**config.mk**
```make
export PLATFORM = sky130hd
export DESIGN_NAME = short_long_press_action_fsm
export DESIGN_NICKNAME = d
export VERILOG_FILES = /design/src/hw/rtl/slpa_pkg.sv /design/src/hw/rtl/slpa_in_stage.sv /design/src/hw/rtl/slpa_core.sv /design/src/hw/rtl/slpa_out_stage.sv /design/src/hw/rtl/short_long_press_action_fsm.sv
export SDC_FILE = /design/constraint.sdc
export NUM_CORES = 1
export LEC_CHECK = 0
export BUFFER_PORTS_ARGS = -buffer_cell sky130_fd_sc_hd__buf_4
export CAP_MARGIN = 0
export CORE_UTILIZATION = 55
export CTS_CLUSTER_DIAMETER = 30
export DETAILED_ROUTE_END_ITERATION = 10
export PLACE_DENSITY_LB_ADDON = 0.15
export SYNTH_ARGS = -nofsm -noshare
export SYNTH_HDL_FRONTEND = slang
export SYNTH_HIERARCHICAL = 1
export SYNTH_SLANG_ARGS = --single-unit
```
**constraint.sdc**
```tcl
create_clock -name clock -period 5.51 [get_ports clock]
set_input_delay 0.8265 -clock clock [delete_from_list [all_inputs] [get_ports clock]]
set_output_delay 0.8265 -clock clock [all_outputs]
set_load 0.01 [all_outputs]
```
**src/hw/rtl/slpa_pkg.sv**
```systemverilog
// ----------------------------------------------------------------------------
// slpa_pkg: shared types and constants for the short/long press action block
// Event codes, action codes, target kinds, register indexes and the item and
// result structures passed between the pipeline stages.
// ----------------------------------------------------------------------------
package slpa_pkg;

   localparam int TIMER_BITS_DEF = 16;

   localparam int OP_W     = 2;
   localparam int ACTION_W = 3;
   localparam int KIND_W   = 2;
   localparam int TICKS_W  = 16;
   localparam int CSR_IDX_W  = 2;
   localparam int CSR_DATA_W = 16;

   localparam logic [TICKS_W-1:0] LONG_PRESS_RESET   = 16'd500;
   localparam logic [TICKS_W-1:0] COMMAND_HOLD_RESET = 16'd300;

   typedef enum logic [OP_W-1:0] {
      OP_TICK    = 2'd0,
      OP_PRESS   = 2'd1,
      OP_RELEASE = 2'd2,
      OP_POLL    = 2'd3
   } op_type;

   typedef enum logic [ACTION_W-1:0] {
      ACT_NONE        = 3'd0,
      ACT_BEGIN_PUSH  = 3'd1,
      ACT_BEGIN_PULL  = 3'd2,
      ACT_END_PUSH    = 3'd3,
      ACT_END_PULL    = 3'd4,
      ACT_TOGGLE_PUSH = 3'd5,
      ACT_TOGGLE_PULL = 3'd6
   } action_type;

   // Target kinds held in the configuration registers.
   localparam logic [KIND_W-1:0] TGT_NONE    = 2'd0;
   localparam logic [KIND_W-1:0] TGT_COMMAND = 2'd1;
   localparam logic [KIND_W-1:0] TGT_TOGGLE  = 2'd2;

   // Kind of a command that has been begun and awaits its end.
   typedef enum logic [KIND_W-1:0] {
      CMD_NONE = 2'd0,
      CMD_PUSH = 2'd1,
      CMD_PULL = 2'd2
   } cmd_kind_type;

   // Configuration register indexes.
   localparam logic [CSR_IDX_W-1:0] CSR_LONG_PRESS   = 2'd0;
   localparam logic [CSR_IDX_W-1:0] CSR_COMMAND_HOLD = 2'd1;
   localparam logic [CSR_IDX_W-1:0] CSR_PUSH_TARGET  = 2'd2;
   localparam logic [CSR_IDX_W-1:0] CSR_PULL_TARGET  = 2'd3;

   typedef struct packed {
      logic   valid;
      op_type op;
      logic   sublayer_match;
   } item_type;

   typedef struct packed {
      action_type action;
      logic       task_done;
   } result_type;

endpackage

```
**src/hw/rtl/slpa_in_stage.sv**
```systemverilog
// ----------------------------------------------------------------------------
// slpa_in_stage: input register
// Captures one item per cycle unless stalled; holds it until the core uses it.
// ----------------------------------------------------------------------------
module slpa_in_stage (
   input  logic                       clock,
   input  logic                       reset,
   input  logic                       req_valid,
   output logic                       req_stall,
   input  logic [slpa_pkg::OP_W-1:0]  req_op,
   input  logic                       req_sublayer_match,
   input  logic                       advance,
   output slpa_pkg::item_type         item
);
   import slpa_pkg::*;

   logic   valid_ff, valid_in;
   op_type op_ff;
   logic   match_ff;
   logic   load;

   assign req_stall = valid_ff && !advance;
   assign load      = req_valid && !req_stall;

   always_comb begin
      if (load) begin
         valid_in = 1'b1;
      end else if (advance) begin
         valid_in = 1'b0;
      end else begin
         valid_in = valid_ff;
      end
   end

   always_ff @(posedge clock) begin
      if (reset) begin
         valid_ff <= 1'b0;
      end else begin
         valid_ff <= valid_in;
      end
   end

   always_ff @(posedge clock) begin
      if (load) begin
         op_ff    <= op_type'(req_op);
         match_ff <= req_sublayer_match;
      end
   end

   assign item.valid          = valid_ff;
   assign item.op             = op_ff;
   assign item.sublayer_match = match_ff;

endmodule

```
**src/hw/rtl/slpa_core.sv**
```systemverilog
// ----------------------------------------------------------------------------
// slpa_core: press classification and action sequencing
// Holds the configuration registers and the press/command state, and works
// out the result of one event item in a single pass.
// ----------------------------------------------------------------------------
module slpa_core #(
   parameter int TIMER_BITS = slpa_pkg::TIMER_BITS_DEF
) (
   input  logic                             clock,
   input  logic                             reset,
   input  logic                             csr_write_en,
   input  logic [slpa_pkg::CSR_IDX_W-1:0]   csr_index,
   input  logic [slpa_pkg::CSR_DATA_W-1:0]  csr_wdata,
   input  slpa_pkg::item_type               item,
   input  logic                             fire,
   output slpa_pkg::result_type             result
);
   import slpa_pkg::*;

   localparam int CMP_BITS = (TIMER_BITS > TICKS_W) ? TIMER_BITS : TICKS_W;
   localparam logic [TIMER_BITS-1:0] TMAX = {TIMER_BITS{1'b1}};

   logic [TICKS_W-1:0] long_press_ff, command_hold_ff;
   logic [KIND_W-1:0]  push_target_ff, pull_target_ff;

   logic                  press_seen_ff, press_seen_in;
   logic                  release_seen_ff, release_seen_in;
   logic [TIMER_BITS-1:0] since_press_ff, since_press_in;
   logic [TIMER_BITS-1:0] held_length_ff, held_length_in;
   logic                  command_started_ff, command_started_in;
   cmd_kind_type          command_kind_ff, command_kind_in;
   logic [TIMER_BITS-1:0] since_command_ff, since_command_in;

   logic [CMP_BITS-1:0] since_press_x, held_length_x, since_command_x;
   logic [CMP_BITS-1:0] long_press_x, command_hold_x;
   logic                is_long;
   logic [KIND_W-1:0]   target;

   assign since_press_x   = CMP_BITS'(since_press_ff);
   assign held_length_x   = CMP_BITS'(held_length_ff);
   assign since_command_x = CMP_BITS'(since_command_ff);
   assign long_press_x    = CMP_BITS'(long_press_ff);
   assign command_hold_x  = CMP_BITS'(command_hold_ff);

   // A missing release counts as a long press.
   assign is_long = !release_seen_ff || (held_length_x > long_press_x);
   assign target  = is_long ? pull_target_ff : push_target_ff;

   // Configuration registers.
   always_ff @(posedge clock) begin
      if (reset) begin
         long_press_ff   <= LONG_PRESS_RESET;
         command_hold_ff <= COMMAND_HOLD_RESET;
         push_target_ff  <= TGT_NONE;
         pull_target_ff  <= TGT_NONE;
      end else if (csr_write_en) begin
         case (csr_index)
            CSR_LONG_PRESS:   long_press_ff   <= csr_wdata;
            CSR_COMMAND_HOLD: command_hold_ff <= csr_wdata;
            CSR_PUSH_TARGET:  push_target_ff  <= csr_wdata[KIND_W-1:0];
            CSR_PULL_TARGET:  pull_target_ff  <= csr_wdata[KIND_W-1:0];
            default: begin
            end
         endcase
      end
   end

   always_comb begin
      press_seen_in      = press_seen_ff;
      release_seen_in    = release_seen_ff;
      since_press_in     = since_press_ff;
      held_length_in     = held_length_ff;
      command_started_in = command_started_ff;
      command_kind_in    = command_kind_ff;
      since_command_in   = since_command_ff;
      result.action      = ACT_NONE;
      result.task_done   = 1'b0;

      case (item.op)
         OP_TICK: begin
            if (press_seen_ff && (since_press_ff != TMAX)) begin
               since_press_in = since_press_ff + 1'b1;
            end
            if (command_started_ff && (since_command_ff != TMAX)) begin
               since_command_in = since_command_ff + 1'b1;
            end
         end
         OP_PRESS: begin
            press_seen_in      = 1'b1;
            release_seen_in    = 1'b0;
            since_press_in     = '0;
            held_length_in     = '0;
            command_started_in = 1'b0;
            command_kind_in    = CMD_NONE;
            since_command_in   = '0;
         end
         OP_RELEASE: begin
            if (press_seen_ff) begin
               release_seen_in = 1'b1;
               held_length_in  = since_press_ff;
            end
         end
         OP_POLL: begin
            if (!item.sublayer_match || !press_seen_ff) begin
               press_seen_in      = 1'b0;
               release_seen_in    = 1'b0;
               since_press_in     = '0;
               held_length_in     = '0;
               command_started_in = 1'b0;
               command_kind_in    = CMD_NONE;
               since_command_in   = '0;
               result.task_done   = 1'b1;
            end else if (command_started_ff) begin
               if (since_command_x > command_hold_x) begin
                  case (command_kind_ff)
                     CMD_PUSH: result.action = ACT_END_PUSH;
                     CMD_PULL: result.action = ACT_END_PULL;
                     default:  result.action = ACT_NONE;
                  endcase
                  press_seen_in      = 1'b0;
                  release_seen_in    = 1'b0;
                  since_press_in     = '0;
                  held_length_in     = '0;
                  command_started_in = 1'b0;
                  command_kind_in    = CMD_NONE;
                  since_command_in   = '0;
                  result.task_done   = 1'b1;
               end
            end else if (release_seen_ff || (since_press_x >= long_press_x)) begin
               command_started_in = 1'b1;
               since_command_in   = '0;
               case (target)
                  TGT_TOGGLE: begin
                     result.action    = is_long ? ACT_TOGGLE_PULL : ACT_TOGGLE_PUSH;
                     result.task_done = 1'b1;
                  end
                  TGT_COMMAND: begin
                     command_kind_in = is_long ? CMD_PULL : CMD_PUSH;
                     result.action   = is_long ? ACT_BEGIN_PULL : ACT_BEGIN_PUSH;
                  end
                  default: begin
                     result.task_done = 1'b1;
                  end
               endcase
            end
         end
         default: begin
         end
      endcase
   end

   always_ff @(posedge clock) begin
      if (reset) begin
         press_seen_ff      <= 1'b0;
         release_seen_ff    <= 1'b0;
         since_press_ff     <= '0;
         held_length_ff     <= '0;
         command_started_ff <= 1'b0;
         command_kind_ff    <= CMD_NONE;
         since_command_ff   <= '0;
      end else if (fire) begin
         press_seen_ff      <= press_seen_in;
         release_seen_ff    <= release_seen_in;
         since_press_ff     <= since_press_in;
         held_length_ff     <= held_length_in;
         command_started_ff <= command_started_in;
         command_kind_ff    <= command_kind_in;
         since_command_ff   <= since_command_in;
      end
   end

   // A pending command kind is only ever held while a command is running.
   a_kind_needs_start: assert property (@(posedge clock) disable iff (reset)
      (command_kind_ff != CMD_NONE) |-> command_started_ff)
      else $error("command kind set without a started command");

   // A release is only recorded after a press.
   a_release_after_press: assert property (@(posedge clock) disable iff (reset)
      release_seen_ff |-> press_seen_ff)
      else $error("release recorded without a press");

   // A press restarts the timing from a clean state.
   a_press_clears: assert property (@(posedge clock) disable iff (reset)
      (fire && (item.op == OP_PRESS)) |=>
         (press_seen_ff && !release_seen_ff && !command_started_ff &&
          (since_press_ff == '0)))
      else $error("press did not restart the timing");

   // Events other than a poll produce an empty result.
   a_non_poll_quiet: assert property (@(posedge clock) disable iff (reset)
      (item.valid && (item.op != OP_POLL)) |->
         ((result.action == ACT_NONE) && !result.task_done))
      else $error("non-poll event produced an action");

   // A toggle always finishes the task.
   a_toggle_done: assert property (@(posedge clock) disable iff (reset)
      (item.valid && ((result.action == ACT_TOGGLE_PUSH) ||
                      (result.action == ACT_TOGGLE_PULL))) |-> result.task_done)
      else $error("toggle without task done");

endmodule

```
**src/hw/rtl/slpa_out_stage.sv**
```systemverilog
// ----------------------------------------------------------------------------
// slpa_out_stage: result register
// Holds one result item until the receiver takes it.
// ----------------------------------------------------------------------------
module slpa_out_stage (
   input  logic                              clock,
   input  logic                              reset,
   input  logic                              load,
   input  slpa_pkg::result_type              result,
   output logic                              ready,
   output logic                              rsp_valid,
   input  logic                              rsp_stall,
   output logic [slpa_pkg::ACTION_W-1:0]     rsp_action,
   output logic                              rsp_task_done
);
   import slpa_pkg::*;

   logic       valid_ff, valid_in;
   result_type result_ff;

   assign ready = !valid_ff || !rsp_stall;

   always_comb begin
      if (load) begin
         valid_in = 1'b1;
      end else if (!rsp_stall) begin
         valid_in = 1'b0;
      end else begin
         valid_in = valid_ff;
      end
   end

   always_ff @(posedge clock) begin
      if (reset) begin
         valid_ff <= 1'b0;
      end else begin
         valid_ff <= valid_in;
      end
   end

   always_ff @(posedge clock) begin
      if (load) begin
         result_ff <= result;
      end
   end

   assign rsp_valid     = valid_ff;
   assign rsp_action    = result_ff.action;
   assign rsp_task_done = result_ff.task_done;

endmodule

```
**src/hw/rtl/short_long_press_action_fsm.sv**
```systemverilog
// ----------------------------------------------------------------------------
// short_long_press_action_fsm: short/long press classifier and action driver
// Top level: input register, classification core and result register.
// ----------------------------------------------------------------------------
// The block takes one event item (tick, press, release or poll) per clock
// cycle and returns exactly one result item for each, in order. An accepted
// item is held in the input register, is evaluated against the press and
// command state by the core, and lands in the result register, from which
// the receiver takes it. Throughput is one item per cycle for as long as
// the receiver does not stall; the single state update in the core sets
// that figure. A stall on the result side holds the result register and,
// once the input register is full as well, raises req_stall.
// Configuration registers are written through the csr_ port and are
// expected to change only while no item is in flight. The press and command
// timers are TIMER_BITS wide and saturate; if they are narrower than a
// programmed threshold, the matching wait never expires.
module short_long_press_action_fsm #(
   parameter int TIMER_BITS = slpa_pkg::TIMER_BITS_DEF
) (
   input  logic                             clock,
   input  logic                             reset,
   input  logic                             req_valid,
   output logic                             req_stall,
   input  logic [slpa_pkg::OP_W-1:0]        req_op,
   input  logic                             req_sublayer_match,
   output logic                             rsp_valid,
   input  logic                             rsp_stall,
   output logic [slpa_pkg::ACTION_W-1:0]    rsp_action,
   output logic                             rsp_task_done,
   input  logic                             csr_write_en,
   input  logic [slpa_pkg::CSR_IDX_W-1:0]   csr_index,
   input  logic [slpa_pkg::CSR_DATA_W-1:0]  csr_wdata
);
   import slpa_pkg::*;

   item_type   item;
   result_type result;
   logic       out_ready;
   logic       fire;

   // The item in the input register is evaluated in the cycle in which the
   // result register can take its result; the state moves at that edge too.
   assign fire = item.valid && out_ready;

   slpa_in_stage u_in_stage (
      .clock              (clock),
      .reset              (reset),
      .req_valid          (req_valid),
      .req_stall          (req_stall),
      .req_op             (req_op),
      .req_sublayer_match (req_sublayer_match),
      .advance            (fire),
      .item               (item)
   );

   slpa_core #(
      .TIMER_BITS (TIMER_BITS)
   ) u_core (
      .clock        (clock),
      .reset        (reset),
      .csr_write_en (csr_write_en),
      .csr_index    (csr_index),
      .csr_wdata    (csr_wdata),
      .item         (item),
      .fire         (fire),
      .result       (result)
   );

   slpa_out_stage u_out_stage (
      .clock         (clock),
      .reset         (reset),
      .load          (fire),
      .result        (result),
      .ready         (out_ready),
      .rsp_valid     (rsp_valid),
      .rsp_stall     (rsp_stall),
      .rsp_action    (rsp_action),
      .rsp_task_done (rsp_task_done)
   );

endmodule
```
==> results.md, run 1 <==
* Die span in x at 105 um
* Layout cells sized above 1 at ~14%
* H-tree levels at 3
* Met1 Resource Use GR at approximately 37%
* Mean area per synthesized cell at around 8.6 um2
* WS Path Type: reg2reg
* Distinct cells, synth at 70
* Outcome: finished, violations left
* Pwr Density at 217 nW/um2
* R2R Setup Slk at ~1.9 ns
* Worst setup path endpoint: u_core/command_kind_ff[0]
* Filler cells at between 900 and 1000
* TNS Setup at 0 ns
* IO Pins at 32
* First-pass DRT Iterations at 8
* Largest net degree at the start of global routing at 61
* Peak Freq at 278 MHz
* Mapped Cells at 679
* Hold slack at roughly 0.46 ns
* CTS Sinks at 98
* Critical path startpoint category: flip-flop
* Multi-input logic area at around 3400 um2
* WL per Instance at ~18 um
* Number of flops mapped to enable cells by yosys at 7
* R2r startpoint: u_core/long_press_ff[11]
* Final Slew Violations at 0
* Detailed Place HPWL at around 11 mm
* Max cap viols at 0
* Num rows at 37
* Leakage at roughly 2.4 nW
* Slew headroom at 25.5%
* Number of synthesis warnings at 6
* Vias after detailed routing at between 5000 and 6000
* Crit path required time at 5.77 ns
* DP Worst Slack at approximately 2 ns
* DR iter-0 viols at 415
* Gp weighted congestion at approximately 0.87
* Launch point of the worst path: u_core/long_press_ff[11]
* Post-CTS Setup Bufs at 0
* # DRC at 2
* Core ar. at a little over 10000 um2
* Mapped Area at between 5000 and 6000 um2
* TritonCTS clock tree: yes
* Fin crit period at 3.60 ns
* Met3 usage in global routing at about 5.1%
* Seq. cell area at ~2000 um2
* Final Skew at slightly above 0.02 ns
* Clock slew at reported path FFs at 0.10 ns
* Initial Utilization at between 50 and 60%
* Global routing's busiest layer: met2
* Routing usage on met2 at between 40% and 50%
* Synth Flop Type: dfxtp_1
* Synth Net Count at around 760
* Root buf cell: clkbuf_8
* Number of port buffers at 31
* # diodes at 0
* Top cells by area, synth: dfxtp_1, ha_1, a21oi_1, nand2_1, edfxtp_1
* Vias in the first global route at 4862
* Total gr overflow at 0
* Finished Layout Cells at between 800 and 900
* Skew-Pair Late Insertion Delay at around 0.39 ns
* First-pass GRT wire length at roughly 24 mm
* Reg2Reg Depth at 11
* Synth async-reset ratio at 0%
* Initial antenna violation count at 0
* Area leader, netlist: dfxtp_1
* Die height at approximately 100 um
* DIE AREA at between 10000 and 15000 um2
* Final Hold Fails at 0
* End of the worst register-to-register path: u_core/command_kind_ff[0]
* Worst Setup End Kind: flip-flop
* Register area share after synthesis at a little over a third
* CTS hold repair buffers at 0
* Worst-Margin Slew at 1.11 ns
* CTS resizes at 0
* Flops & latches, synth at between 90 and 100
* RSZ-0062 raised after global routing: no
* Failing checks: design-rule violations
* Tightest Hold Check Type: reg2reg
* CTS Buf Count at 9
* Yosys top cell area share at between 30% and 40%
* Critical Path Fanout Max at 5
* Routed vias/inst at about 6.3
* Peak supply drop at 0.155 mV
* Worst Setup Slack, final at about 1.9 ns
* Hold path startpoint: u_core/long_press_ff[13]
* Placed cells at 810
* Area Overhead vs Synth at 7.73%
* Final setup violation count at 0
* Max Buffers Root-to-Sink at 2
* DRT antenna net count at 0
* Post-layout nets at roughly 760
* Tot GR Track Use at between 20% and 30%
* Final period utilization at 65.4%
* Routed WL at ~15 mm
* Crit path DAT at between 3 and 4 ns
per-stage QoR:
stage                     util, %  area, um2  total power (W)
after floorplan                 -       5810         0.000845
after global placement       59.0       6060         0.000887
after detailed placement     59.0       6060         0.000891
after CTS                    60.9       6260          0.00137
after global routing         60.9       6260          0.00141
final                        60.9       6260          0.00136
worst min-delay path by stage:
| stage | end | depth (start not counted) |
|---|---|---|
| finish | u_core/long_press_ff[13] | 2 |
| CTS | u_core/long_press_ff[13] | 2 |
| detailed placement | u_core/long_press_ff[12] | 2 |
| global route | u_core/long_press_ff[12] | 2 |
| global placement | u_core/long_press_ff[9] | 2 |
| floorplan | u_core/command_hold_ff[10] | 2 |
critical path, stage by stage, from the launching register on:
cell      delay, ns
dfxtp_1        0.35
inv_1          0.07
ha_1           0.31
and3_1         0.22
a221oi_1       0.30
o21ai_0        0.24
o21ai_1        0.44
mux2_2         0.39
ha_1           0.23
o311ai_0       0.45
a31oi_2        0.10
mux2_1         0.37
cells in the final DEF, fill, tap and decap left out, types with 7 or more instances in the layout:
cell	n
o21ai_0	8
edfxtp_1	7
buf_4	36
ha_1	52
nor3_1	12
inv_1	50
a31oi_1	8
dfxtp_1	91
a211oi_1	15
clkbuf_8	9
nor2_1	36
nand2b_1	8
mux2i_1	11
a21o_1	7
o32ai_1	9
a311oi_2	9
nand4_1	10
nand2_1	84
nand3_1	20
a211oi_2	11
and3_1	8
a21oi_1	86
cells in the mapped netlist, drive strengths merged (2+ instances only):
library cell	count
o211ai	6
inv	50
and2	3
ha	52
clkbuf	28
mux2i	11
a211o	7
o21ai	10
nor3b	3
nor2b	5
nand4	11
and3	8
a21oi	89
dfxtp	91
a31oi	9
nand3	20
o22ai	2
nand2b	8
o32ai	9
a41o	2
edfxtp	7
a211oi	26
a21o	7
o21a	3
nor4	4
nand3b	6
a41oi	6
nor2	37
nand2	84
a311oi	14
or3	2
nor3	14
or2	3
o31a	2
and4	4
a31o	3
buf	13
mux2	4
cells by family after synthesis:
| group | count (synthesis) | share of synthesized area, % |
|---|---|---|
| and+or+nand+nor | 215 | 18.3 |
| AOI/OAI and AO/OA | 208 | 26.2 |
| DFF | 98 | 34.9 |
| buffers and inverters | 91 | 6.67 |
| adders and majority gates | 52 | 11.2 |
| muxes | 15 | 2.67 |
where the power goes:
group / leakage [nW] / switching [W] / total (W) / internal [W]
logic: 1.46 / 0.0000857 / 0.000134 / 0.0000488
clock network: 0.101 / 0.000272 / 0.000485 / 0.000213
registers: 0.805 / 0.0000112 / 0.000742 / 0.000731
sequential cells by signal, summed over array words and instances (netlist names):
signal	cells
u_core/command_hold_ff	16
u_core/held_length_ff	16
u_core/long_press_ff	16
u_core/since_command_ff	16
u_core/since_press_ff	16
u_out_stage/rsp_action	3
u_core/command_kind_ff	2
u_core/pull_target_ff	2
u_core/push_target_ff	2
u_in_stage/op_ff	2
u_core/command_started_ff	1
u_core/press_seen_ff	1
u_core/release_seen_ff	1
u_in_stage/match_ff	1
u_in_stage/valid_ff	1
u_out_stage/rsp_task_done	1
u_out_stage/rsp_valid	1
layout make-up:
cell class              count  area share, %
flip-flops and latches     98           32.4
well taps                 136           2.72
multi-input cells         490           54.4
clock buffers               9           1.98
repair buffers             36           4.31
clock inverters             7           1.20
inverters                  50           3.00
routing by layer:
| layer | vias to the layer above | part of all wire, % |
|---|---|---|
| met2 | 176 | 46 |
| met5 | - | 0 |
| li1 | 2496 | - |
| met4 | 0 | 3.5 |
| met3 | 37 | 6.4 |
| met1 | 2490 | 45 |
No activity file was read; power rests on OpenSTA's default activity.
==> inputs of run 2 (changes only) <==
--- a/config.mk
+++ b/config.mk
@@ -5,6 +5,7 @@
 export SDC_FILE = /design/constraint.sdc
 export NUM_CORES = 1
 export LEC_CHECK = 0
+export ABC_AREA = 1
 export BUFFER_PORTS_ARGS = -buffer_cell sky130_fd_sc_hd__buf_4
 export CAP_MARGIN = 0
 export CORE_UTILIZATION = 55
==> constraint.sdc (replaced) <==
create_clock -name clock -period 3.15 [get_ports clock]
set_input_delay 0.4725 -clock clock [delete_from_list [all_inputs] [get_ports clock]]
set_output_delay 0.4725 -clock clock [all_outputs]
set_load 0.01 [all_outputs]
==> results.md, run 2 <==
* Yosys top cell area share at 30.6% (-0.71 points)
* Mapped Area at 5950 um2 (+2.3%)
* Number of port buffers at 31 (unchanged)
* Synth async-reset ratio at 0% (unchanged)
* Worst Setup Slack, final at 0.437 ns (-1.47 ns)
* Placed cells at 1002 (+24%)
* Number of flops mapped to enable cells by yosys at 7 (unchanged)
* Final Skew at 0.0139 ns (-0.00663 ns)
* Area Overhead vs Synth at 8.18%
* WS Path Type: reg2reg
* Crit path DAT at 2.99 ns (-0.87 ns)
* Internal power at 0.00180 W (+81%)
* Filler cells at 998 (+6.2%)
* Fin crit period at 2.71 ns (-0.889 ns)
* Top cells by count, synth: nand2_1, inv_1, nor2_1, dfxtp_1, a21oi_1
* Commonest cells after routing, fill and taps aside: nand2_1, inv_1, nor2_1, dfxtp_1, a21oi_1
* Area leader, netlist: dfxtp_1
* Critical path startpoint category: flip-flop
* Vias in the first global route at 5269 (+8.4%)
* Sw power at 0.000705 W (+91%)
* DRT antenna net count at 0 (unchanged)
* Layout Utilization at 61.8% (+0.83 points)
* Initial antenna violation count at 0 (unchanged)
* # DRC at 0 (-2)
* Pwr Density at 389 nW/um2 (+79%)
* Final Slew Violations at 0 (unchanged)
* Max Buffers Root-to-Sink at 2 (unchanged)
* Final period utilization at 86.1% (+21 points)
* Routed WL at 15.1 mm (about the same)
* DR iter-0 viols at 510 (+23%)
* Final Hold Fails at 0 (unchanged)
* Largest net degree at the start of global routing at 56 (-8.2%)
* Post-layout nets at 955 (+25%)
* Layout cells sized above 1 at 9.42% (-4.5 points)
* Vias after detailed routing at 5623 (+8.2%)
* Critical Path Fanout Max at 6 (+1)
* Initial Utilization at 57.1% (+0.53 points)
* Top-count cell post-synth: nand2_1
* # diodes at 0 (unchanged)
* Synth Flop Type: dfxtp_1
* Top cells by area, synth: dfxtp_1, ha_1, nand2_1, a21oi_1, inv_1
* Peak supply drop at 0.235 mV (+51%)
* Reg power frac at 53.8% (-0.7 points)
* Post-CTS Setup Bufs at 0 (unchanged)
* Register area share after synthesis at 34.2% (-0.79 points)
* Peak Freq at 369 MHz (+33%)
* Max cap viols at 0 (unchanged)
* Leakage at 2.82 nW (+19%)
* Worst Setup End Kind: flip-flop
* Mapped Cells at 858 (+26%)
* Clock slew at reported path FFs at 0.09 ns (about the same)
* Die height at 106 um (+1.1%)
* Total gr overflow at 0 (unchanged)
* DIE AREA at 11200 um2 (+2.3%)
* First-pass GRT wire length at 24.9 mm (+2.2%)
* Distinct cells, synth at 46 (-34%)
* Routed vias/inst at 5.53 (-12%)
* Number of synthesis warnings at 6 (unchanged)
* Outcome: complete, no violations
* TNS Setup at 0 ns (unchanged)
* TritonCTS clock tree: yes
* Tot GR Track Use at 28.0% (-0.48 points)
* Crit path required time at 3.42 ns (-2.35 ns)
* Most common cell after layout, fill and taps aside: nand2_1
* Worst-Margin Slew at 0.576 ns (-0.538 ns)
* First-pass DRT Iterations at 8 (unchanged)
* Mean area per synthesized cell at 6.93 um2 (-19%)
* Clock power share at 32.0% (-3.6 points)
* DP Worst Slack at 0.411 ns (-1.59 ns)
* Num rows at 37 (unchanged)
* Gp weighted congestion at 0.909 (+4.6%)
* Finished Layout Cells at 1017 (+23%)
* Flops & latches, synth at 98 (unchanged)
* Core ar. at 10400 um2 (+1.4%)
* RSZ-0062 raised after global routing: no
* CTS Buf Count at 9 (unchanged)
* IO Pins at 32 (unchanged)
* WL per Instance at 14.8 um (-19%)
* Tightest Hold Check Type: in2reg
* Logic pwr share at 14.2% (+4.3 points)
* Detailed Place HPWL at 11.3 mm (+3.5%)
* H-tree levels at 3 (unchanged)
* Die span in x at 106 um (+1.1%)
* Net Sw Frac at 28.2% (+1.1 points)
* CTS Sinks at 98 (unchanged)
* Synth Net Count at 936 (+24%)
* Slew headroom at 61.3% (+36 points)
* Skew-Pair Late Insertion Delay at 0.38 ns (about the same)
* Root buf cell: clkbuf_8
* Final setup violation count at 0 (unchanged)
run 2: worst paths after layout:
path / from / endpoint / slack (ns) / cells past startpoint
hold reg to reg: u_core/held_length_ff[0] / u_core/held_length_ff[0] / 0.47 / 2
hold / removal: req_op[1] / u_in_stage/op_ff[1] / 0.27 / 1
setup reg to reg: u_core/long_press_ff[13] / u_core/command_kind_ff[0] / 0.44 / 19
setup / recovery: u_core/long_press_ff[13] / u_core/command_kind_ff[0] / 0.44 / 19
run 2: power groups by stage:
stage | logic [W] | registers, W | clock network [W]
3_5_place_dp | 0.000351 | 0.00138 | 0
2_1_floorplan | 0.000255 | 0.00136 | 0
4_1_cts | 0.000354 | 0.00135 | 0.000817
6_report | 0.000354 | 0.00135 | 0.000802
5_1_grt | 0.000405 | 0.00135 | 0.000871
3_3_place_gp | 0.000336 | 0.00137 | 0
run 2: metal layers:
| layer | global-route usage [%] | up-vias | wire length [um] |
|---|---|---|---|
| li1 | - | 2869 | - |
| met1 | 33.8 | 2599 | 6670 |
| met2 | 49.6 | 134 | 7420 |
| met3 | 5.03 | 21 | 702 |
| met4 | 10.4 | 0 | 269 |
| met5 | 0 | - | 0 |
run 2: worst max-delay path, stage by stage, from the launching register on:
cell	delay (ns)
dfxtp_1	0.32
inv_1	0.08
ha_1	0.32
nand2_1	0.07
inv_1	0.04
o21ai_0	0.13
nand2_1	0.07
a21oi_1	0.15
nand2_1	0.07
nand2_1	0.14
nand2_1	0.17
o21ai_1	0.20
inv_1	0.06
ha_1	0.23
o21ai_1	0.16
a21oi_1	0.06
nand2_1	0.13
nand2_1	0.08
nand2_1	0.06
nor2_1	0.04
run 2: cell type report:
class	instances	area, um2	area share (%)
multi-input cells	621	3350	52.1
flip-flops and latches	98	2030	31.6
inverters	109	409	6.36
repair buffers	38	285	4.43
clock buffers	13	179	2.78
well taps	136	170	2.64
clock inverters	2	10.0	0.156
run 2: what timing repair did:
action | in CTS | in global routing
gates resized for setup | 0 | 2
setup endpoints to repair | 0 | 1
hold buffers | 0 | 0
run 2: stage by stage:
step                      power [W]  instance area, um2  hold WS, ns
after global placement      0.00171                6250        0.449
final                       0.00250                6430        0.266
after detailed placement    0.00173                6250        0.455
after CTS                   0.00252                6430        0.254
after global routing        0.00263                6430        0.250
after floorplan             0.00161                5950        0.420
run 2: kinds of logic (layout without fill, tap and decap cells):
kind of cell               Yosys count  in the layout  synth area share, %
and+or+nand+nor                    413            413                 31.0
AOI/OAI and AO/OA                  154            154                 14.0
buffers and inverters              139            162                 9.53
DFF                                 98             98                 34.2
adders and majority gates           52             52                 10.9
xor gates and xnor gates             2              2                0.295
